File: src/sv/swdc_pkg.sv
// Shared constants and small types for the sliding-window distinct counter.
// No dependencies; every other file of the block but swdc_fifo imports this package.
package swdc_pkg;

	// Fixed field widths
	localparam int VALUE_W = 10;
	localparam int WS_W    = 9;
	localparam int CNT_W   = 9;

	// Default sizing of the value table and of the window ring
	localparam int DEF_NUM_VALUES = 1024;
	localparam int DEF_MAX_WINDOW = 256;

	// Queue depths (powers of two)
	localparam int CMDQ_DEPTH = 4;
	localparam int RESQ_DEPTH = 2;

	// Configuration write as seen by the front and the back
	typedef struct packed {
		logic              we;
		logic [WS_W-1:0]   data;
	} swdc_cfg_t;

	// Status from the back part to the front part
	typedef struct packed {
		logic clearing;
	} swdc_stat_t;

endpackage

File: src/sv/swdc_front.sv
// Front part: accepts values, keeps the window ring, fill and position,
// and issues update and drain requests. Depends on swdc_pkg.
module swdc_front import swdc_pkg::*; #(
	parameter int NUM_VALUES = DEF_NUM_VALUES,
	parameter int MAX_WINDOW = DEF_MAX_WINDOW,
	localparam int IDX_W = $clog2(NUM_VALUES),
	localparam int CMD_W = 3 + 2 * IDX_W
) (
	input  logic               clk,
	input  logic               arst_n,
	input  swdc_cfg_t          cfg,
	input  swdc_stat_t         stat,
	input  logic               push,
	output logic               full,
	input  logic [VALUE_W-1:0] value,
	input  logic               last_item,
	output logic               cq_push,
	output logic [CMD_W-1:0]   cq_wdata,
	input  logic               cq_full
);

	localparam int FILL_W  = $clog2(MAX_WINDOW + 1);
	localparam int RING_AW = (MAX_WINDOW > 1) ? $clog2(MAX_WINDOW) : 1;

	localparam logic F_RUN   = 1'b0;
	localparam logic F_DRAIN = 1'b1;

	typedef struct packed {
		logic             has_rem;
		logic             has_add;
		logic             report;
		logic [IDX_W-1:0] old_idx;
		logic [IDX_W-1:0] new_idx;
	} cmd_t;

	// Fold a value onto the table by restoring subtraction
	function automatic logic [IDX_W-1:0] to_index(input logic [VALUE_W-1:0] v);
		int r;
		r = int'(v);
		for (int i = VALUE_W - 1; i >= 0; i--) begin
			if (r >= (NUM_VALUES << i)) begin
				r = r - (NUM_VALUES << i);
			end
		end
		return IDX_W'(r);
	endfunction

	// Clamp the written size into one to the ring depth
	function automatic logic [FILL_W-1:0] clamp_window(input logic [WS_W-1:0] ws);
		logic [FILL_W-1:0] k;
		if (ws == '0) begin
			k = FILL_W'(1);
		end else if (32'(ws) > 32'(MAX_WINDOW)) begin
			k = FILL_W'(MAX_WINDOW);
		end else begin
			k = FILL_W'(ws);
		end
		return k;
	endfunction

	logic               fstate_q;
	logic [FILL_W-1:0]  k_q;
	logic [FILL_W-1:0]  fill_q;
	logic [RING_AW-1:0] pos_q;
	logic [FILL_W-1:0]  drain_n_q;
	logic [FILL_W-1:0]  drain_i_q;
	logic [IDX_W-1:0]   ring_q [MAX_WINDOW];
	logic [IDX_W-1:0]   ring_rd_q;

	logic               valid_s1;
	logic               rem_s1;
	logic               add_s1;
	logic               rep_s1;
	logic [IDX_W-1:0]   new_s1;

	logic               s1_free;
	logic               take;
	logic               accept;
	logic               issue_drain;
	logic               drain_last;
	logic [IDX_W-1:0]   new_idx;
	logic [FILL_W-1:0]  fill_inc;
	logic [FILL_W-1:0]  pos_inc;
	logic [RING_AW-1:0] slot;
	logic [FILL_W-1:0]  fill_n;
	logic [RING_AW-1:0] pos_n;
	logic               has_rem;
	logic               report;
	logic [RING_AW-1:0] ring_addr;
	cmd_t               cmd_out;

	// Handshake: stage one must be free or draining into the queue
	assign s1_free     = !valid_s1 || !cq_full;
	assign take        = (fstate_q == F_RUN) && !stat.clearing && s1_free;
	assign full        = !take;
	assign accept      = push && take;
	assign issue_drain = (fstate_q == F_DRAIN) && s1_free;
	assign drain_last  = (drain_i_q + 1'b1) == drain_n_q;
	assign new_idx     = to_index(value);
	assign fill_inc    = fill_q + 1'b1;
	assign pos_inc     = FILL_W'(pos_q) + 1'b1;

	// Classify: filling window or full window with eviction
	always_comb begin
		if (fill_q < k_q) begin
			slot    = fill_q[RING_AW-1:0];
			fill_n  = fill_inc;
			pos_n   = '0;
			has_rem = 1'b0;
			report  = (fill_inc == k_q);
		end else begin
			slot    = pos_q;
			fill_n  = fill_q;
			pos_n   = (pos_inc >= k_q) ? '0 : pos_inc[RING_AW-1:0];
			has_rem = 1'b1;
			report  = 1'b1;
		end
	end

	assign ring_addr = (fstate_q == F_DRAIN) ? drain_i_q[RING_AW-1:0] : slot;

	// Build the request towards the back part
	always_comb begin
		cmd_out.has_rem = rem_s1;
		cmd_out.has_add = add_s1;
		cmd_out.report  = rep_s1;
		cmd_out.old_idx = ring_rd_q;
		cmd_out.new_idx = new_s1;
	end

	assign cq_push  = valid_s1 && !cq_full;
	assign cq_wdata = CMD_W'(cmd_out);

	// Advance fill, position and the drain sequence
	always_ff @(posedge clk or negedge arst_n) begin
		if (!arst_n) begin
			fstate_q  <= F_RUN;
			k_q       <= FILL_W'(1);
			fill_q    <= '0;
			pos_q     <= '0;
			drain_n_q <= '0;
			drain_i_q <= '0;
			valid_s1  <= 1'b0;
		end else if (cfg.we) begin
			fstate_q  <= F_RUN;
			k_q       <= clamp_window(cfg.data);
			fill_q    <= '0;
			pos_q     <= '0;
			drain_n_q <= '0;
			drain_i_q <= '0;
			valid_s1  <= 1'b0;
		end else begin
			if (s1_free) begin
				valid_s1 <= accept || issue_drain;
			end
			if (accept) begin
				if (last_item) begin
					fill_q    <= '0;
					pos_q     <= '0;
					drain_n_q <= fill_n;
					drain_i_q <= '0;
					fstate_q  <= F_DRAIN;
				end else begin
					fill_q <= fill_n;
					pos_q  <= pos_n;
				end
			end
			if (issue_drain) begin
				drain_i_q <= drain_i_q + 1'b1;
				if (drain_last) begin
					fstate_q <= F_RUN;
				end
			end
		end
	end

	// Hold stage-one payload; write the ring and read the evicted slot
	always_ff @(posedge clk) begin
		if (accept) begin
			rem_s1 <= has_rem;
			add_s1 <= 1'b1;
			rep_s1 <= report;
			new_s1 <= new_idx;
		end else if (issue_drain) begin
			rem_s1 <= 1'b1;
			add_s1 <= 1'b0;
			rep_s1 <= 1'b0;
			new_s1 <= '0;
		end
		if (accept) begin
			ring_q[ring_addr] <= new_idx;
		end
		if (accept || issue_drain) begin
			ring_rd_q <= ring_q[ring_addr];
		end
	end

endmodule

File: config.mk
export PLATFORM = sky130hd
export DESIGN_NAME = swdc_front
export DESIGN_NICKNAME = d
export VERILOG_FILES = /design/src/sv/swdc_pkg.sv /design/src/sv/swdc_front.sv
export SDC_FILE = /design/constraint.sdc
export NUM_CORES = 2
export LEC_CHECK = 0
export CORE_MARGIN = 2
export CORE_UTILIZATION = 34
export DETAILED_ROUTE_END_ITERATION = 6
export DONT_BUFFER_PORTS = 1
export MAX_ROUTING_LAYER = met4
export SLEW_MARGIN = 0
export SYNTH_ARGS = -nofsm -noshare
export SYNTH_HDL_FRONTEND = slang
export SYNTH_SLANG_ARGS = --single-unit
File: constraint.sdc
create_clock -name clk -period 10 [get_ports clk]
set_input_delay 0.5 -clock clk [delete_from_list [all_inputs] [get_ports clk]]
set_output_delay 0.5 -clock clk [all_outputs]
set_load 0.01 [all_outputs]
# After elaboration in Yosys (flattened, before gate mapping)
# Memory sizes are Yosys's and may differ from the RTL's. A register that Yosys moved wholly into a read port is not among the register bits.
# Cells that the tools add are included.
# W data, S select, Z words.
[op_classes]
add_sub_neg = 3
n_lt_le_gt_ge = 3
n_eq_ne = 2
n_mux = 37
n_bitwise = 1
reduce_logical = 20
[op_table]
columns = ["op", "n"]
rows = [
  ["$mux W9", 13],
  ["$mux W8", 7],
  ["$mux W10", 2],
  ["$add A9 B1 Y9 const B", 2],
  ["$eq A9 B9 Y1", 2],
  ["$mux W1", 15],
  ["$add A8 B1 Y9 const B", 1],
  ["$ge A9 B9 Y1", 1],
  ["$gt A9 B9 Y1 const B", 1],
  ["$logic_not A9 Y1", 1],
  ["$lt A9 B9 Y1", 1],
  ["$reduce_bool A2 Y1", 4],
  ["$reduce_bool A3 Y1", 2],
  ["$logic_and A1 B1 Y1", 5],
  ["$logic_not A1 Y1", 4],
  ["$reduce_and A2 Y1", 2],
  ["$logic_or A1 B1 Y1", 2],
  ["$not A1 Y1", 1],
]
[word_totals]
register_bits = 59
ram_bits = 2560
input_bits = 26
output_inout_bits = 25
word_cells = 78
mem_count = 1
[memory_table]
columns = ["memory", "depth", "width", "rd", "rd_clocked_by_memory_dff", "write_ports", "line", "text"]
rows = [
  ["ring_q", 256, 10, 1, 1, 1, "swdc_front.sv:67", "logic [IDX_W-1:0] ring_q [MAX_WINDOW];"],
]

# Depth between registers and ports, before layout
[depth]
ltp_word = 8
depth_mapped = 19

# Least setup slack after synthesis
# OpenSTA, ideal clock, no wires.
[synth_timing]
path_type = "reg2reg"
start = "register k_q[1]"
end = "memory ring_q[157][0] (netlist name), enable pin"
setup_time_ns = 0.390
arrival_ns = 3.780
required_time_ns = 9.610
path_slack_ns = 5.830
path_stages_with_launch = 16
n_path_buf = 6
period_less_slack_ns = 4.170
cell_sequence = "dfrtp_1 > inv_1 > ha_1 > nor2b_1 > o21ai_1 > a21o_1 > buf_2 > a31oi_1 > a22oi_1 > buf_2 > clkbuf_1 > buf_2 > buf_2 > nand2_1 > clkbuf_1 > nor3_1"
[synth_between]
elab_chain_cells = 3
[synth_lines]
columns = ["item", "line", "text"]
rows = [
  ["start, declared", "swdc_front.sv:62", "logic [FILL_W-1:0] k_q;"],
  ["start signal, assigned", "swdc_front.sv:146", "k_q <= clamp_window(cfg.data);"],
  ["$lt A9 B9 Y1", "swdc_front.sv:105", "if (fill_q < k_q) begin"],
  ["$mux W8", "swdc_front.sv:105", ""],
  ["$mux W8", "swdc_front.sv:120", "assign ring_addr = (fstate_q == F_DRAIN) ? drain_i_q[RING_AW-1:0] : slot;"],
  ["end, declared", "swdc_front.sv:67", ""],
]
# No other way between the ends.

# Final worst setup path
[layout_timing]
start = "register fill_q[4]"
end = "register ring_rd_q[9], read port of ring_q (data pin)"
[layout_between]
elab_chain_cells = 3
[layout_lines]
columns = ["item", "line", "text"]
rows = [
  ["start, declared", "swdc_front.sv:63", "logic [FILL_W-1:0] fill_q;"],
  ["start signal, assigned", "swdc_front.sv:164", "fill_q <= fill_n;"],
  ["$lt A9 B9 Y1", "swdc_front.sv:105", ""],
  ["$mux W8 (*)", "swdc_front.sv:105", ""],
  ["$mux W8 (*)", "swdc_front.sv:120", ""],
  ["end, declared", "swdc_front.sv:68", "logic [IDX_W-1:0] ring_rd_q;"],
]
# Every way passes the cells marked *; elsewhere a longest branch is shown, timed or not.
# A chain may end at the register's enable or synchronous reset.

==> metrics.txt <==
outcome=finished, violations left; failing checks=design-rule violations; synth unique cells=slightly above 60; DIE WIDTH=558.2 microns; worst-path fanout max=roughly 160; RePlAce Congestion=0.8537; # port buffers=0; buffer depth of the longest clock path=4; Worst Path Required=about 11000 ps; Final ANT Viol Nets=0; total chip power=about 23 mW; FILL cells=~28000; synthesized flop and latch total=between 2000 and 3000; Rows=between 200 and 250; wire length of the first global-routing pass=between 400 and 500 mm; asr flop ratio synth=0.01750; core area=about 0.3 sq mm; top cell type's share of synthesized area=0.7424; setup total negative slack=0 ps; post-CTS resize count=0; Fin Clk Skew=79.93 ps; nets@finish=roughly 7000; Setup CP Type=flop to flop; WL per Instance=about 27 microns; total wire length=between 300 and 400 mm; final setup fails=0; Top Ports=51; Pleak=approximately 38 nW; drt initial violations=8664; grt total ovfl=0; HP Class=primary input to flop; CTS tree=yes; Die Y=between 500 and 600 microns; total number of vias=around 63000; Slew HR=0.09966; initial antenna violation count=16; Final Critical Period=between 6000 and 7000 ps; number of synthesized flops with an enable pin=around 2600; Post-Syn Nets=7013; die area=between 0.3 and 0.4 sq mm; Clock transition at path regs=~60 ps; Worst EP arrival=7410 ps; RSZ-0062 raised after global routing=no; Post-CTS Setup Bufs=0; Slew @ Worst Pin=approximately 1300 ps; synth-to-layout area growth=13.00%; DPL Wire Length=around 160 mm; Starting Density=0.3415; fin crit share=0.6756; area leader, netlist=edfxtp_1; syn avg cell area=roughly 15 sq um; Fin. Hold Viols=0; sequential area share after synthesis=0.7536; DRC viols=4; Vias/cell=between 5 and 6; crit start category=flop; TritonCTS Buffers=roughly 280; CTS Hold Buffers Added=56; maxcap violations=0; top post-synthesis cells by area=edfxtp_1 74%, nand2_1 4.6%, a21oi_1 3.4%; Num Clock Sinks=2629; layout cells sized above 1=0.1019; Power Density=195.5 mW/mm^2; clk root buf=clkbuf_16; f_max=about 150 MHz; VDD IR max=0.1386 mV; largest net degree at the start of global routing=around 260; Max H-tree Level=5; Synth Cell Area=0.1044 sq mm; synth warn=0; Top FF cell, synth=edfxtp_1; Slew Limit Fails=0; total track usage=0.1949; vias in the first global route=just under 60000; Crit. End Element=flop; Worst-Skew Late Latency=950 ps; post-synthesis cell count=6966; drt first pass iters=7
-- metrics by stage --
stage / setup WS (ps) / std cells / hold slack, ps / util / area, sq um
floorplan: 5830 / 6966 / 204.4 / - / 104400
global placement: 2711 / 10700 / 205.5 / 0.3542 / 108300
detailed placement: 3364 / 10700 / 205.2 / 0.3544 / 108400
CTS: 3347 / 11230 / 14.25 / 0.3857 / 117900
global route: 2959 / 11230 / 14.59 / 0.3858 / 118000
finish: 3244 / 11240 / 27.47 / 0.3859 / 118000
-- critical path, stage by stage (launching register included) --
cell and delay, ps:
dfrtp_1 480, ha_1 350, o21ai_1 80, a211o_1 390, a2111oi_2 590, a211o_4 570
buf_12 540, buf_12 650, mux2i_1 340, a22oi_1 210, a22oi_1 270, nand4_1 460
o41ai_2 1020, o22ai_1 190
-- registers in the layout, summed over array words and instances (netlist names), 8 cells and up --
register / count
ring_rd_q: 10
ring_q: 2560
new_s1: 10
pos_q: 8
fill_q: 9
k_q: 9
drain_i_q: 9
drain_n_q: 9
-- final cells by class --
class	count	area, sq um	share of cell area
timing repair buffer	181	2227	0.01887
clock inverter	131	1090	0.009234
antenna	13	32.53	0.0002757
inverter	17	63.81	0.0005407
multi-input combinational	3828	23400	0.1983
clock buffer	342	7367	0.06242
tap	4100	5130	0.04347
sequential	2629	78710	0.6669
-- where the power goes --
group	leakage [nW]	internal (mW)	switching (mW)	total [mW]
clock	4.14	5.68	4.16	9.83
combinational	10.4	0.290	0.805	1.10
sequential	23.8	12.1	0.0250	12.1
total	38.4	18.1	4.99	23.1
-- Yosys cell counts (16+ instances only) --
master and number:
a211oi_1 20, a21boi_0 38, a21oi_1 718, a221oi_1 124
a22oi_1 244, a31oi_1 35, a32oi_1 137, buf_1 30
buf_2 206, buf_4 73, buf_6 16, clkbuf_1 167
dfrtp_1 45, edfxtp_1 2582, ha_1 21, inv_1 17
mux2i_1 148, mux4_2 151, nand2_1 1293, nand3_1 201
nand4_1 40, nor2_1 307, nor3_1 70, o211ai_1 21
o21ai_0 40, o22ai_1 37, xnor2_1 26
-- logic make-up (layout without fill, tap and decap cells) --
logic type / Yosys count / in the layout / share of synthesized area
AO/OA/AOI/OAI: 1486 / 1486 / 0.09180
XOR/XNOR: 40 / 40 / 0.003354
adder cells (fa/ha/maj): 21 / 21 / 0.002516
buffers and inverters: 509 / 671 / 0.02454
flip-flops: 2629 / 2629 / 0.7536
multiplexers: 301 / 301 / 0.04696
other: 0 / 13 / 0
AND/OR/NAND/NOR: 1980 / 1980 / 0.07722
-- path summary, 6_finish.rpt --
check / startpoint / end / slack [ps] / depth (start not counted)
hold / removal: value[5] / ring_q[36][5] / 30 / 1
max in group asynchronous: arst_n / k_q[0] / 9610 / 2
setup reg to reg: fill_q[4] / ring_rd_q[9] / 3240 / 13
hold reg to reg: add_s1 / add_s1 / 500 / 2
setup / recovery: fill_q[4] / ring_rd_q[9] / 3240 / 13
min in group asynchronous: arst_n / valid_s1 / 60 / 2
-- placed cells by master, fill, tap and decap left out, drive strengths merged, types with 35 or more instances in the layout --
master  Yosys  final
nand4      40     40
a22oi     246    246
a32oi     137    137
nor2      308    308
nand2    1296   1296
dfrtp      45     45
buf       325    157
mux2i     148    148
clkbuf    167    342
o21ai      51     51
mux4      151    151
a21boi     38     38
clkinv      0    100
nor3       70     70
o22ai      37     37
a221oi    124    124
a21oi     718    718
edfxtp   2582   2582
a31oi      35     35
nand3     201    201
-- metal layers --
layer,GRT usage,share of wire,up-vias,wire length [microns]
met5,-,0,-,0
met4,0.05814,0.029,0,8873
met3,0.04067,0.095,463,28810
met2,0.2997,0.47,3077,141100
met1,0.2600,0.41,32230,124400
li1,-,-,26870,-
(Power assumes the default switching activity.)
