$ cat src/sv/swdc_fifo.sv
// Small flop-based first-in first-out queue with synchronous flush.
// Depends on nothing; used between front and back and for results.
module swdc_fifo #(
	parameter int WIDTH = 8,
	parameter int DEPTH = 4
) (
	input  logic             clk,
	input  logic             arst_n,
	input  logic             flush,
	input  logic             push,
	input  logic [WIDTH-1:0] wdata,
	output logic             full,
	input  logic             pop,
	output logic [WIDTH-1:0] rdata,
	output logic             empty
);

	localparam int PTR_W = (DEPTH > 1) ? $clog2(DEPTH) : 1;

	logic [WIDTH-1:0] mem_q [DEPTH];
	logic [PTR_W-1:0] wp_q;
	logic [PTR_W-1:0] rp_q;
	logic [PTR_W:0]   cnt_q;
	logic             do_push;
	logic             do_pop;

	// Derive flags and the head entry
	assign full    = (cnt_q == (PTR_W+1)'(DEPTH));
	assign empty   = (cnt_q == '0);
	assign rdata   = mem_q[rp_q];
	assign do_push = push && !full;
	assign do_pop  = pop && !empty;

	// Advance pointers and occupancy
	always_ff @(posedge clk or negedge arst_n) begin
		if (!arst_n) begin
			wp_q  <= '0;
			rp_q  <= '0;
			cnt_q <= '0;
		end else if (flush) begin
			wp_q  <= '0;
			rp_q  <= '0;
			cnt_q <= '0;
		end else begin
			if (do_push) begin
				wp_q <= (wp_q == PTR_W'(DEPTH-1)) ? '0 : wp_q + 1'b1;
			end
			if (do_pop) begin
				rp_q <= (rp_q == PTR_W'(DEPTH-1)) ? '0 : rp_q + 1'b1;
			end
			unique case ({do_push, do_pop})
				2'b10:   cnt_q <= cnt_q + 1'b1;
				2'b01:   cnt_q <= cnt_q - 1'b1;
				default: cnt_q <= cnt_q;
			endcase
		end
	end

	// Hold the stored requests
	always_ff @(posedge clk) begin
		if (do_push) begin
			mem_q[wp_q] <= wdata;
		end
	end

endmodule

$ cat config.mk
export PLATFORM = sky130hd
export DESIGN_NAME = swdc_fifo
export DESIGN_NICKNAME = d
export VERILOG_FILES = /design/src/sv/swdc_fifo.sv
export SDC_FILE = /design/constraint.sdc
export NUM_CORES = 1
export LEC_CHECK = 0
export BUFFER_PORTS_ARGS = -buffer_cell sky130_fd_sc_hd__buf_2
export CAP_MARGIN = 20
export CORE_UTILIZATION = 51
export CTS_CLUSTER_SIZE = 10
export DETAILED_ROUTE_END_ITERATION = 7
export GPL_ROUTABILITY_DRIVEN = 0
export GPL_TIMING_DRIVEN = 0
export PLACE_DENSITY = 0.75
export SETUP_SLACK_MARGIN = 0.1
export SLEW_MARGIN = 20
export SYNTH_ARGS = -nofsm -noshare
export SYNTH_HDL_FRONTEND = slang
export SYNTH_SLANG_ARGS = --single-unit
$ cat constraint.sdc
create_clock -name clk -period 1.7 [get_ports clk]
set_input_delay 0.425 -clock clk [delete_from_list [all_inputs] [get_ports clk]]
set_output_delay 0.425 -clock clk [all_outputs]
set_load 0.02 [all_outputs]
### Word level (Yosys, flattened, before mapping)

Memory sizes are Yosys's and may differ from the RTL's.
Cells that the tools add are included.

* $add $sub $neg: 4
* multipliers: 0
* divide/modulo/power cells: 0
* $lt $le $gt $ge: 0
* equality and inequality tests: 5
* shifts and indexed selects: 0
* mux-type cells: 10
* bitwise operators: 0
* reduce and logical (&&, ||, !) cells: 8

Operators by type and width (number)
* two-way mux 2 bit: 6
* equality test 2 bit (second input constant): 3
* case mux 3 bit (2 select lines): 1
* adder 2 x 1 -> 2 bit (second input constant): 2
* nonzero test 2 bit: 2
* adder 3 x 1 -> 3 bit (second input constant): 1
* equality test 3 bit (second input constant): 1
* logical NOT 3 bit: 1
* two-way mux 3 bit: 1
* nonzero test 3 bit: 1
* subtractor 3 x 1 -> 3 bit (second input constant): 1
* equality test 2 x 1 -> 1 bit (second input constant): 1
* logical AND 1 bit: 2
* logical NOT 1 bit: 2
* two-way mux 1 bit: 2

* bits in registers: 7
* latch bits: 0
* RAM bits: 32
* bits in read-only memories: 0
* input port bits: 13
* output and inout port bits: 10
* word-level logic and storage cells: 31
* memories kept: 1

Memories
* mem_q: depth 4, bits a word 8, rd ports 1, clocked after Yosys merged registers in 0, write ports 1, RTL line 20 `logic [WIDTH-1:0] mem_q [DEPTH];`

### Longest topological paths before layout

Gate-level depths: netlist of the first run.

* depth after elaboration: 6
* mapped depth: 6
* mapped depth without buffers: 5

### Worst setup path after synthesis of the first run

No wires, ideal clock.

* kind: reg-to-reg
* start point: reg cnt_q[1]
* end point: reg cnt_q[1]
* library setup time: 101 ps
* data arrival time: 1674 ps
* required time: 1599 ps
* slack: -75 ps
* cell stages (with the launch flop): 7
* buffers on the path: 1
* period minus slack after synthesis: 1775 ps
* cells stage by stage: dfrtp_1 -> buf_6 -> o31ai_4 -> a21oi_1 -> fa_1 -> a31oi_1 -> nor4_1

* longest elaborated chain between the ends: 6
* elaborated cells on any way between the ends: 13
* classes of those cells: add/sub (2); eq/ne (3); mux (2); reduce/logical (6)

Ends and longest elaborated chain
* from (decl): RTL line 23 `logic [PTR_W:0] cnt_q;`
* from (signal assigned): RTL line 52 `2'b10: cnt_q <= cnt_q + 1'b1;`
* from (signal assigned): RTL line 53 `2'b01: cnt_q <= cnt_q - 1'b1;`
* from (signal assigned): RTL line 54 `default: cnt_q <= cnt_q;`
* equality test 3 bit or logical NOT 3 bit (tied branches): RTL line 28, 29
* logical NOT 1 bit (on tied branches): RTL line 31, 32
* logical AND 1 bit (on tied branches): RTL line 31, 32
* equality test 2 x 1 -> 1 bit or equality test 2 bit (tied branches): RTL line 51 `unique case ({do_push, do_pop})`
* case mux 3 bit (2 select lines): RTL line 51
* two-way mux 3 bit: RTL line 40 `end else if (flush) begin`

Several ways; a longest one is shown, not always the timed one.
A chain may end at the register's enable or synchronous reset.

### Worst setup path in the final report of the first run

* start point: reg rp_q[0]
* end point: out rdata[1]

* longest elaborated chain between the ends: 1

Ends and longest elaborated chain
* from (decl): RTL line 22 `logic [PTR_W-1:0] rp_q;`
* from (signal assigned): RTL line 49 `rp_q <= (rp_q == PTR_W'(DEPTH-1)) ? '0 : rp_q + 1'b1;`
* memory (4 x 8 bit)
* to (decl): RTL line 14 `output logic [WIDTH-1:0] rdata,`

No other way between the ends.

==> results of run 1 <==
[placed cells by master (no fill, tap or decap), types with 2 or more instances in the layout]
| master | netlist | layout |
|---|---|---|
| sky130_fd_sc_hd__a21oi_1 | 8 | 6 |
| sky130_fd_sc_hd__and2_4 | 0 | 4 |
| sky130_fd_sc_hd__buf_2 | 2 | 14 |
| sky130_fd_sc_hd__buf_4 | 0 | 9 |
| sky130_fd_sc_hd__buf_6 | 4 | 15 |
| sky130_fd_sc_hd__bufinv_16 | 0 | 2 |
| sky130_fd_sc_hd__clkbuf_4 | 0 | 5 |
| sky130_fd_sc_hd__dfrtp_1 | 7 | 7 |
| sky130_fd_sc_hd__edfxtp_1 | 32 | 32 |
| sky130_fd_sc_hd__ha_1 | 5 | 5 |
| sky130_fd_sc_hd__inv_1 | 3 | 3 |
| sky130_fd_sc_hd__mux4_2 | 8 | 8 |
| sky130_fd_sc_hd__nand2b_1 | 3 | 3 |
| sky130_fd_sc_hd__nand3b_1 | 3 | 3 |
| sky130_fd_sc_hd__nor2_1 | 3 | 2 |
| sky130_fd_sc_hd__o21ai_0 | 2 | 2 |
| sky130_fd_sc_hd__or3_1 | 2 | 2 |
[sequential cells by signal, indices dropped and copies added, names as in the netlist]
| register | count |
|---|---|
| wp_q | 2 |
| rp_q | 2 |
| cnt_q | 3 |
| mem_q | 32 |
[cell families after synthesis]
family,Yosys count,synth area share (%)
buffers and inverters,11,4.15
adder cells (fa/ha/maj),6,4.64
AO/OA/AOI/OAI,18,6.90
AND/OR/NAND/NOR,24,9.22
multiplexers,9,10.7
flip-flops,39,63.9
XOR/XNOR,1,0.493
[layer usage]
| metal | vias to the layer above | GRT usage [%] | share of wire, % |
|---|---|---|---|
| li1 | 496 | - | - |
| met1 | 537 | 23.5 | 38 |
| met2 | 33 | 32.9 | 54 |
| met3 | 15 | 5.04 | 4.6 |
| met4 | 0 | 13.6 | 2.9 |
| met5 | - | 0 | 0 |
[stage by stage]
| step | hold WS [ns] | setup WS, ns | utilization, % |
|---|---|---|---|
| after floorplan | 0.129 | -0.0598 | - |
| after global placement | 0.263 | -0.173 | 58.4 |
| after detailed placement | 0.268 | -0.252 | 58.4 |
| after CTS | 0.267 | -0.336 | 66.1 |
| after global routing | 0.250 | -0.382 | 67.3 |
| final | 0.276 | -0.359 | 67.3 |
[what timing repair did]
item,CTS,global route
endpoints found under the hold margin,7,0
gates cloned,1,0
endpoints found under the setup margin,44,29
pin swaps,7,2
setup buffers,8,1
hold buffers,1,0
gates resized for setup,26,12
[final cells by class]
type	count	area [um2]
flip-flops and latches	39	1140
well taps	46	57.6
multi-input cells	58	612
plain buffers	7	66.3
repair buffers	33	255
inverters	4	15.0
clock inverters	3	67.6
clock buffers	5	37.5
fillers	251	1090
[worst min path at each step]
stage | start | end | slack [ns] | cells after the start
2_1_floorplan | arst_n | cnt_q[0]$_DFFE_PN0P_ | 0.13 | 0
3_3_place_gp | arst_n | cnt_q[2]$_DFFE_PN0P_ | 0.26 | 1
3_5_place_dp | arst_n | cnt_q[2]$_DFFE_PN0P_ | 0.27 | 1
4_1_cts | wdata[4] | mem_q[1][4]$_DFFE_PP_ | 0.27 | 1
5_1_grt | wdata[4] | mem_q[3][4]$_DFFE_PP_ | 0.25 | 1
6_report | wdata[7] | mem_q[0][7]$_DFFE_PP_ | 0.28 | 1
[critical path: cells and delay by family (launching register included)]
kind     cells  cell delay, ns
mux          1            0.54
buf+inv      2            0.31
flops        1            0.42
[power by group]
part | switching (mW) | internal, mW | total (mW)
Sequential | 0.0338 | 1.11 | 1.15
Combinational | 0.395 | 0.418 | 0.813
Clock | 0.303 | 0.457 | 0.760
Total | 0.732 | 1.99 | 2.72
==> out/qor.yml, run 1 <==
global_route.usage.total_pct: 20.1
fin_crit_sh_pct: 121
timing_max_transition_violations_final: 0
timing.final.crit_period_ns: 2.06
post_synth_most_frequent_cells: "sky130_fd_sc_hd__edfxtp_1, sky130_fd_sc_hd__a21oi_1, sky130_fd_sc_hd__mux4_2, sky130_fd_sc_hd__dfrtp_1"
unrepaired_setup_endpoints_after_global_routing: "yes"
design_power_total_mw: 2.72
worst_clock_skew_ns: 0.0109
failed_checks: "setup timing"
post_synth_main_area_contributors: "sky130_fd_sc_hd__edfxtp_1, sky130_fd_sc_hd__mux4_2, sky130_fd_sc_hd__dfrtp_1"
relSlewSlack_pct: 77.2
drt_drc_violations_left: 0
max-clock-path-buffers: 2
antenna_found_initial: 0
worstReg2RegEnd: "cnt_q[1]$_DFFE_PN0P_"
syn-instance-count: 108
antenna-diode-count: 0
startpoint: "rp_q[0]$_DFFE_PN0P_"
hpwlAfterDp_um: 2140
ys_seq_elements: 39
row_count: 21
endpoint: "rdata[1]"
setup_ws_ns: -0.359
coreArea_um2: 3340
die_area_um2: 3730
cpPeakStageDelay_ns: 0.54
port_buffers: 22
critical_path_required_ns: 1.27
via_per_inst: 5.54
avgSynthCellArea_um2: 16.5
worst_ep_arrival_time_ns: 1.63
postLayoutCellArea_um2: 2250
synth_top_cell_area_share_pct: 54.0
io_pins: 23
cp_cell_sequence: "buf_6 -> mux4_2 -> buf_6"
layoutNonFillerInstCount: 195
synth.most_common_cell: "sky130_fd_sc_hd__edfxtp_1"
timing.rr.start: "cnt_q[1]$_DFFE_PN0P_"
die-height_um: 61.0
cts.reportedPaths.clkPinSlew_ns: 0.12
numClockSinks: 39
worstPathMaxFanout: 5
cpMostUsedCell: "sky130_fd_sc_hd__buf_6"
fp.dieW_um: 61.0
largest_net_degree_at_the_start_of_global_routing: 14
vias_after_detailed_routing: 1081
worst_skew_pair.late_latency_ns: 0.35
aggregate_negative_setup_slack_ns: -2.82
post_synth_top_area_cell: "sky130_fd_sc_hd__edfxtp_1"
total_standard_cell_area_after_synthesis_um2: 1780
total_of_max_cap_violations: 0
power.ir.vdd_worst_v: 0.000674
initial_core_util_pct: 53.3
route.detailed.wl_per_inst_um: 17.3
finalHoldViolCount: 0
outcome: "finished with violations"
ys.warnings.count: 0
drive_gt1_share_pct: 46.3
rrSetupSlack_ns: -0.13
grt_first_pass_wirelength_um: 4860
crit_path_capture_type: "output port"
wirelength_um: 3380
dominantRegCellSynth: "sky130_fd_sc_hd__edfxtp_1"
cts_root_buffer: "sky130_fd_sc_hd__clkbuf_4"
first_iter_violations: 54
tightestPinTransition_ns: 0.341
finish.net_count: 167
timing.critical_path.from_type: "flip-flop"
achievable-frequency_mhz: 486
grt_overflow_total: 0
numPlacedInstances: 176
crit_path_top_delay_cell: "sky130_fd_sc_hd__mux4_2"
synthDistinctLibCells: 35
grt_pass1_vias: 1022
numCtsBuffers: 5
post_dp_cell_area_um2: 1950
cell_area_power_density_nw_per_um2: 1210
synth_enable_flop_cells: 32
synthesized_netlist_net_count: 127
count_of_h_tree_levels_built_during_cts: 2
drt-pass1-iter-count: 4
setup_viol: 11
area_growth_synth_to_finish_pct: 26.4
antenna_violating_nets_post_route: 0
yosysSeqAreaShare_pct: 63.9
cts_tree: "done"
min_path_type: "in2reg"
async_flop_share_pct: 17.9
path_class: "reg2out"
timing.reg2reg.worst_path_depth: 6
leakage_nw: 0.846
(Power assumes the default switching activity.)
==> inputs of run 2 (changes only) <==
--- a/config.mk
+++ b/config.mk
@@ -9,3 +9,3 @@
 export CAP_MARGIN = 20
-export CORE_UTILIZATION = 51
+export CORE_UTILIZATION = 45
 export CTS_CLUSTER_SIZE = 10
@@ -14,3 +14,2 @@
 export GPL_TIMING_DRIVEN = 0
-export PLACE_DENSITY = 0.75
 export SETUP_SLACK_MARGIN = 0.1
==> constraint.sdc (replaced) <==
create_clock -name clk -period 2.5 [get_ports clk]
set_input_delay 0.25 -clock clk [delete_from_list [all_inputs] [get_ports clk]]
set_output_delay 0.25 -clock clk [all_outputs]
set_load 0.02 [all_outputs]
==> out/qor.yml, run 2 (same netlist as run 1, synthesis figures left out) <==
cts_tree: "done"
outcome: "finished clean"
critical_path_required_ns: 2.25  # +0.98 ns
vias_after_detailed_routing: 994  # -8.0%
area_growth_synth_to_finish_pct: 16.5
largest_net_degree_at_the_start_of_global_routing: 14  # unchanged
rrSetupSlack_ns: 0.57  # +0.70 ns
relSlewSlack_pct: 61.5  # -16 points
worstReg2RegEnd: "cnt_q[1]$_DFFE_PN0P_"
first_iter_violations: 19  # -65%
timing.reg2reg.worst_path_depth: 6  # unchanged
most_used_cells_in_the_layout_excluding_fill_and_tap_cells: "sky130_fd_sc_hd__edfxtp_1, sky130_fd_sc_hd__buf_2, sky130_fd_sc_hd__mux4_2, sky130_fd_sc_hd__a21oi_1, sky130_fd_sc_hd__dfrtp_1"
coreArea_um2: 3720  # +11%
aggregate_negative_setup_slack_ns: 0  # +2.82 ns
timing.final.crit_period_ns: 1.94
via_per_inst: 5.32  # -4.1%
drt_drc_violations_left: 0  # unchanged
hold_path.startpoint: "wdata[5]"
port_buffers: 22  # unchanged
cts.reportedPaths.clkPinSlew_ns: 0.08  # -0.04 ns
wl_met2_um: 1450  # -21%
route.detailed.wl_per_inst_um: 15.8  # -8.7%
numPlacedInstances: 178  # +1.1%
numClockSinks: 39  # unchanged
hpwlAfterDp_um: 2060  # -4.0%
min_path_type: "in2reg"
layoutNonFillerInstCount: 187  # -4.1%
fp.dieW_um: 64.9  # +6.2%
min_path_cells: 1  # unchanged
timing_max_transition_violations_final: 0  # unchanged
grt_first_pass_wirelength_um: 4790  # -1.6%
path_class: "reg2out"
post_cts.resized_instances: 0  # -100%
worst_ep_arrival_time_ns: 1.69  # +0.06 ns
finalHoldViolCount: 0  # unchanged
largest_reg_flops: 32  # unchanged
largest_reg_by_ff_count: "mem_q"
max-clock-path-buffers: 2  # unchanged
antenna-diode-count: 0  # unchanged
setup_viol: 0  # -11
tightestPinTransition_ns: 0.577  # +0.236 ns
worst_clock_skew_ns: 0.00369  # -0.00722 ns
cts_root_buffer: "sky130_fd_sc_hd__clkbuf_8"
fin_crit_sh_pct: 77.5
grt_pass1_vias: 1025  # +0.29%
die_area_um2: 4210  # +13%
top_layer_used: "met4"
drive_gt1_share_pct: 35.3  # -11 points
crit_path_capture_type: "output port"
timing.rr.start: "cnt_q[1]$_DFFE_PN0P_"
antenna_found_initial: 0  # unchanged
largestRegisters: "mem_q (32), cnt_q (3)"
die-height_um: 64.9  # +6.2%
achievable-frequency_mhz: 516
cell_area_power_density_nw_per_um2: 818  # -32%
leakage_nw: 0.769  # -9.1%
row_count: 22  # +4.8%
timing.critical_path.from_type: "flip-flop"
route.layer.met1.wl_um: 1360  # +5.4%
unrepaired_setup_endpoints_after_global_routing: "no"
power.ir.vdd_worst_v: 0.000397  # -41%
wirelength_um: 2960  # -12%
count_of_h_tree_levels_built_during_cts: 2  # unchanged
worstPathMaxFanout: 10  # +5
worst_hold_path.endpoint: "mem_q[3][5]$_DFFE_PP_"
design_power_total_mw: 1.69  # -38%
antenna_violating_nets_post_route: 0  # unchanged
worst_skew_pair.late_latency_ns: 0.29  # -0.06 ns
initial_core_util_pct: 47.8  # -5.4 points
global_route.usage.total_pct: 16.1  # -4.1 points
grt_overflow_total: 0  # unchanged
met3_length_um: 110  # -30%
finish.net_count: 157  # -6.0%
mostFrequentLayoutCell: "sky130_fd_sc_hd__edfxtp_1"
drt-pass1-iter-count: 2  # -2
total_of_max_cap_violations: 0  # unchanged
numCtsBuffers: 5  # unchanged
io_pins: 23  # unchanged
run 2: changes by cell type in the layout (fill, tap and decap cells not counted), moves of 2 or more:
cell | previous run | this run
sky130_fd_sc_hd__a21oi_1 | 6 | 8
sky130_fd_sc_hd__and2_1 | 1 | 5
sky130_fd_sc_hd__and2_4 | 4 | 0
sky130_fd_sc_hd__buf_2 | 14 | 24
sky130_fd_sc_hd__buf_4 | 9 | 0
sky130_fd_sc_hd__buf_6 | 15 | 4
sky130_fd_sc_hd__clkbuf_4 | 5 | 0
sky130_fd_sc_hd__clkbuf_8 | 0 | 5
run 2: area by class of cell:
class | instances | area [um2]
multi-input combinational | 58 | 568
clock buffer | 5 | 68.8
fill | 326 | 1650
sequential | 39 | 1140
clock inverter | 3 | 43.8
buffer | 7 | 58.8
tap | 48 | 60.1
timing repair buffer | 23 | 120
inverter | 4 | 15.0
run 2: critical path, cell delays in order (launching register included):
cell and delay [ns]:
sky130_fd_sc_hd__dfrtp_1 0.35, sky130_fd_sc_hd__buf_2 0.32, sky130_fd_sc_hd__mux4_2 0.56, sky130_fd_sc_hd__buf_2 0.17
run 2: repair_timing:
| action | CTS | global route |
|---|---|---|
| hold buffers | 1 | 0 |
| endpoints found under the hold margin | 7 | 0 |
| setup buffers | 0 | 0 |
run 2: worst max-delay path by stage:
stage	from	endpoint	slack, ns	depth (start not counted)
after global placement	cnt_q[1]$_DFFE_PN0P_	cnt_q[1]$_DFFE_PN0P_	0.59	6
final	rp_q[0]$_DFFE_PN0P_	rdata[6]	0.56	3
after detailed placement	cnt_q[1]$_DFFE_PN0P_	cnt_q[1]$_DFFE_PN0P_	0.56	6
after global routing	cnt_q[1]$_DFFE_PN0P_	cnt_q[1]$_DFFE_PN0P_	0.45	6
after CTS	rp_q[0]$_DFFE_PN0P_	rdata[6]	0.53	3
after floorplan	cnt_q[1]$_DFFE_PN0P_	cnt_q[1]$_DFFE_PN0P_	0.73	6
run 2: where the power goes:
part	switching (mW)	total [mW]	leakage, nW	internal (mW)
combinational	0.221	0.397	0.323	0.176
sequential	0.0213	0.778	0.388	0.757
clock	0.222	0.519	0.0581	0.297
run 2: per-stage QoR:
| stage | setup slack (ns) | area (um2) | hold WS [ns] | util (%) |
|---|---|---|---|---|
| after floorplan | 0.725 | 1780 | -0.0456 | - |
| after global placement | 0.591 | 1950 | 0.0888 | 52.4 |
| after detailed placement | 0.563 | 1950 | 0.0998 | 52.4 |
| after CTS | 0.528 | 2070 | 0.162 | 55.7 |
| after global routing | 0.449 | 2070 | 0.161 | 55.7 |
| final | 0.563 | 2070 | 0.169 | 55.7 |
run 2: routing by layer:
metal | GRT usage (%) | vias to the layer above
met2 | 25.5 | 18
li1 | - | 477
met1 | 20.6 | 494
met3 | 5.46 | 5
met5 | 0 | -
met4 | 5.00 | 0
==> inputs of run 3 (changes only) <==
Settings changed: PLACE_DENSITY set to 0.67.
Clock period 2.5 ns to 1.6 ns, I/O delays scaled along.
==> out/qor.yml, run 3 (same netlist as run 1, synthesis figures left out) <==
die_area_um2: 4210  # unchanged
filler_cell_count: 279  # -14%
via_per_inst: 5.27  # -0.87%
largestRegisters: "mem_q (32), cnt_q (3)"
worst_clock_skew_ns: 0.00731  # +0.00362 ns
hpwlAfterDp_um: 2000  # -2.8%
grt_pass1_vias: 1046  # +2.0%
die-height_um: 64.9  # unchanged
mostFrequentLayoutCell: "sky130_fd_sc_hd__edfxtp_1"
multi_input_area_um2: 604  # +6.4%
route.detailed.wl_per_inst_um: 15.7  # -0.90%
layoutNonFillerInstCount: 197  # +5.3%
fin_util_pct: 60.7  # +4.9 points
finalHoldViolCount: 0  # unchanged
wirelength_um: 3090  # +4.4%
cts.reportedPaths.clkPinSlew_ns: 0.07  # about the same
worst_ep_arrival_time_ns: 2.00  # +0.31 ns
numCtsBuffers: 5  # unchanged
most_used_cells_in_the_layout_excluding_fill_and_tap_cells: "sky130_fd_sc_hd__edfxtp_1, sky130_fd_sc_hd__buf_6, sky130_fd_sc_hd__buf_2, sky130_fd_sc_hd__mux4_2, sky130_fd_sc_hd__buf_4"
area_growth_synth_to_finish_pct: 26.8
numClockSinks: 39  # unchanged
grt_overflow_total: 0  # unchanged
timing.final.crit_period_ns: 1.82
fp.dieW_um: 64.9  # unchanged
crit_path_capture_type: "flip-flop"
tightestPinTransition_ns: 0.370  # -0.207 ns
timing_max_transition_violations_final: 0  # unchanged
post_dp_cell_area_um2: 1960  # +0.51%
achievable-frequency_mhz: 548
initial_core_util_pct: 47.8  # unchanged
grt_first_pass_wirelength_um: 4800  # +0.29%
vias_after_detailed_routing: 1038  # +4.4%
coreArea_um2: 3720  # unchanged
place_ws_ns: -0.315  # -0.878 ns
combined_flip_flop_and_latch_cell_area_um2: 1140  # +0.11%
port_buffers: 22  # unchanged
max-clock-path-buffers: 2  # unchanged
largest_reg_flops: 32  # unchanged
power.ir.vdd_worst_v: 0.000660  # +66%
largest_net_degree_at_the_start_of_global_routing: 13  # -1
antenna_violating_nets_post_route: 0  # unchanged
largest_reg_by_ff_count: "mem_q"
failed_checks: "setup timing"
finish.net_count: 167  # +6.4%
total_of_max_cap_violations: 0  # unchanged
row_count: 22  # unchanged
numPlacedInstances: 178  # unchanged
cell_area_power_density_nw_per_um2: 1200  # +47%
critical_path_required_ns: 1.78  # -0.47 ns
worstPathMaxFanout: 8  # -2
io_pins: 23  # unchanged
global_route.usage.total_pct: 16.3  # +0.27 points
setup_viol: 10  # +10
relSlewSlack_pct: 75.3  # +14 points
first_iter_violations: 32  # +13
fin_crit_sh_pct: 114
path_class: "reg2reg"
antenna-diode-count: 0  # unchanged
postLayoutCellArea_um2: 2250  # +8.9%
outcome: "finished with violations"
drt-pass1-iter-count: 4  # +2
leakage_nw: 0.845  # +9.8%
drt_drc_violations_left: 0  # unchanged
cts_tree: "done"
setup_ws_ns: -0.224  # -0.788 ns
cts_root_buffer: "sky130_fd_sc_hd__clkbuf_8"
count_of_h_tree_levels_built_during_cts: 2  # unchanged
antenna_found_initial: 0  # unchanged
unrepaired_setup_endpoints_after_global_routing: "yes"
min_path_type: "in2reg"
timing.critical_path.from_type: "flip-flop"
final.hold.worst_slack_ns: 0.0849  # -0.0845 ns
worst_skew_pair.late_latency_ns: 0.28  # about the same
drive_gt1_share_pct: 46.3  # +11 points
run 3: changes by cell type in the layout (fill, tap and decap cells not counted), sizes merged:
cell,change
clkinvlp,+1
buf,+9
bufinv,-1
clkbuf,+2
clkinv,-1
run 3: power breakdown:
part,switching [mW],internal [mW]
Sequential,0.0365,1.18
Combinational,0.407,0.469
Clock,0.314,0.304
run 3: worst paths after layout:
path | endpoint | cells after the start | slack (ns) | from
worst min-delay path | mem_q[0][0]$_DFFE_PP_ | 1 | 0.08 | wdata[0]
max in group asynchronous | rp_q[0]$_DFFE_PN0P_ | 2 | 1.19 | arst_n
worst max-delay path | cnt_q[1]$_DFFE_PN0P_ | 6 | -0.22 | cnt_q[1]$_DFFE_PN0P_
min in group asynchronous | wp_q[0]$_DFFE_PN0P_ | 2 | 0.24 | arst_n
worst min register to register | wp_q[1]$_DFFE_PN0P_ | 2 | 0.60 | wp_q[1]$_DFFE_PN0P_
worst max register to register | cnt_q[1]$_DFFE_PN0P_ | 6 | -0.22 | cnt_q[1]$_DFFE_PN0P_
run 3: per-layer routing:
layer  vias to the layer above  wire (um)  global-route usage (%)
li1                        496          -                       -
met1                       507       1310                    19.7
met2                        31       1600                    26.7
met3                         4        136                    5.46
met4                         0         45                    6.67
met5                         -          0                       0
run 3: area by class of cell:
type                       instances  area share (%)
multi-input combinational         58            26.8
timing repair buffer              33            12.5
buffer                             7            3.11
clock buffer                       6            3.22
sequential                        39            50.4
inverter                           4           0.666
clock inverter                     2           0.555
tap                               48            2.66
run 3: repair_timing:
item | CTS | global route
setup endpoints to repair | 12 | 12
cloned | 1 | 0
pin swaps | 3 | 6
hold buffers | 1 | 0
setup buffers | 5 | 4
resized for setup | 26 | 10
endpoints found under the hold margin | 7 | 0
run 3: worst max-delay path: stages, from the launching register on:
cell and delay, ns:
sky130_fd_sc_hd__dfrtp_1 0.39, sky130_fd_sc_hd__buf_6 0.14, sky130_fd_sc_hd__o31ai_4 0.25, sky130_fd_sc_hd__a21oi_2 0.06, sky130_fd_sc_hd__fa_1 0.55, sky130_fd_sc_hd__a21oi_1 0.05
sky130_fd_sc_hd__nor4_1 0.27
run 3: through the flow:
step / setup TNS (ns) / power [mW]
finish: -0.687 / 2.71
global route: -1.21 / 2.85
CTS: -0.943 / 2.66
detailed placement: -0.547 / 1.87
global placement: -0.481 / 1.85
floorplan: -0.160 / 1.70
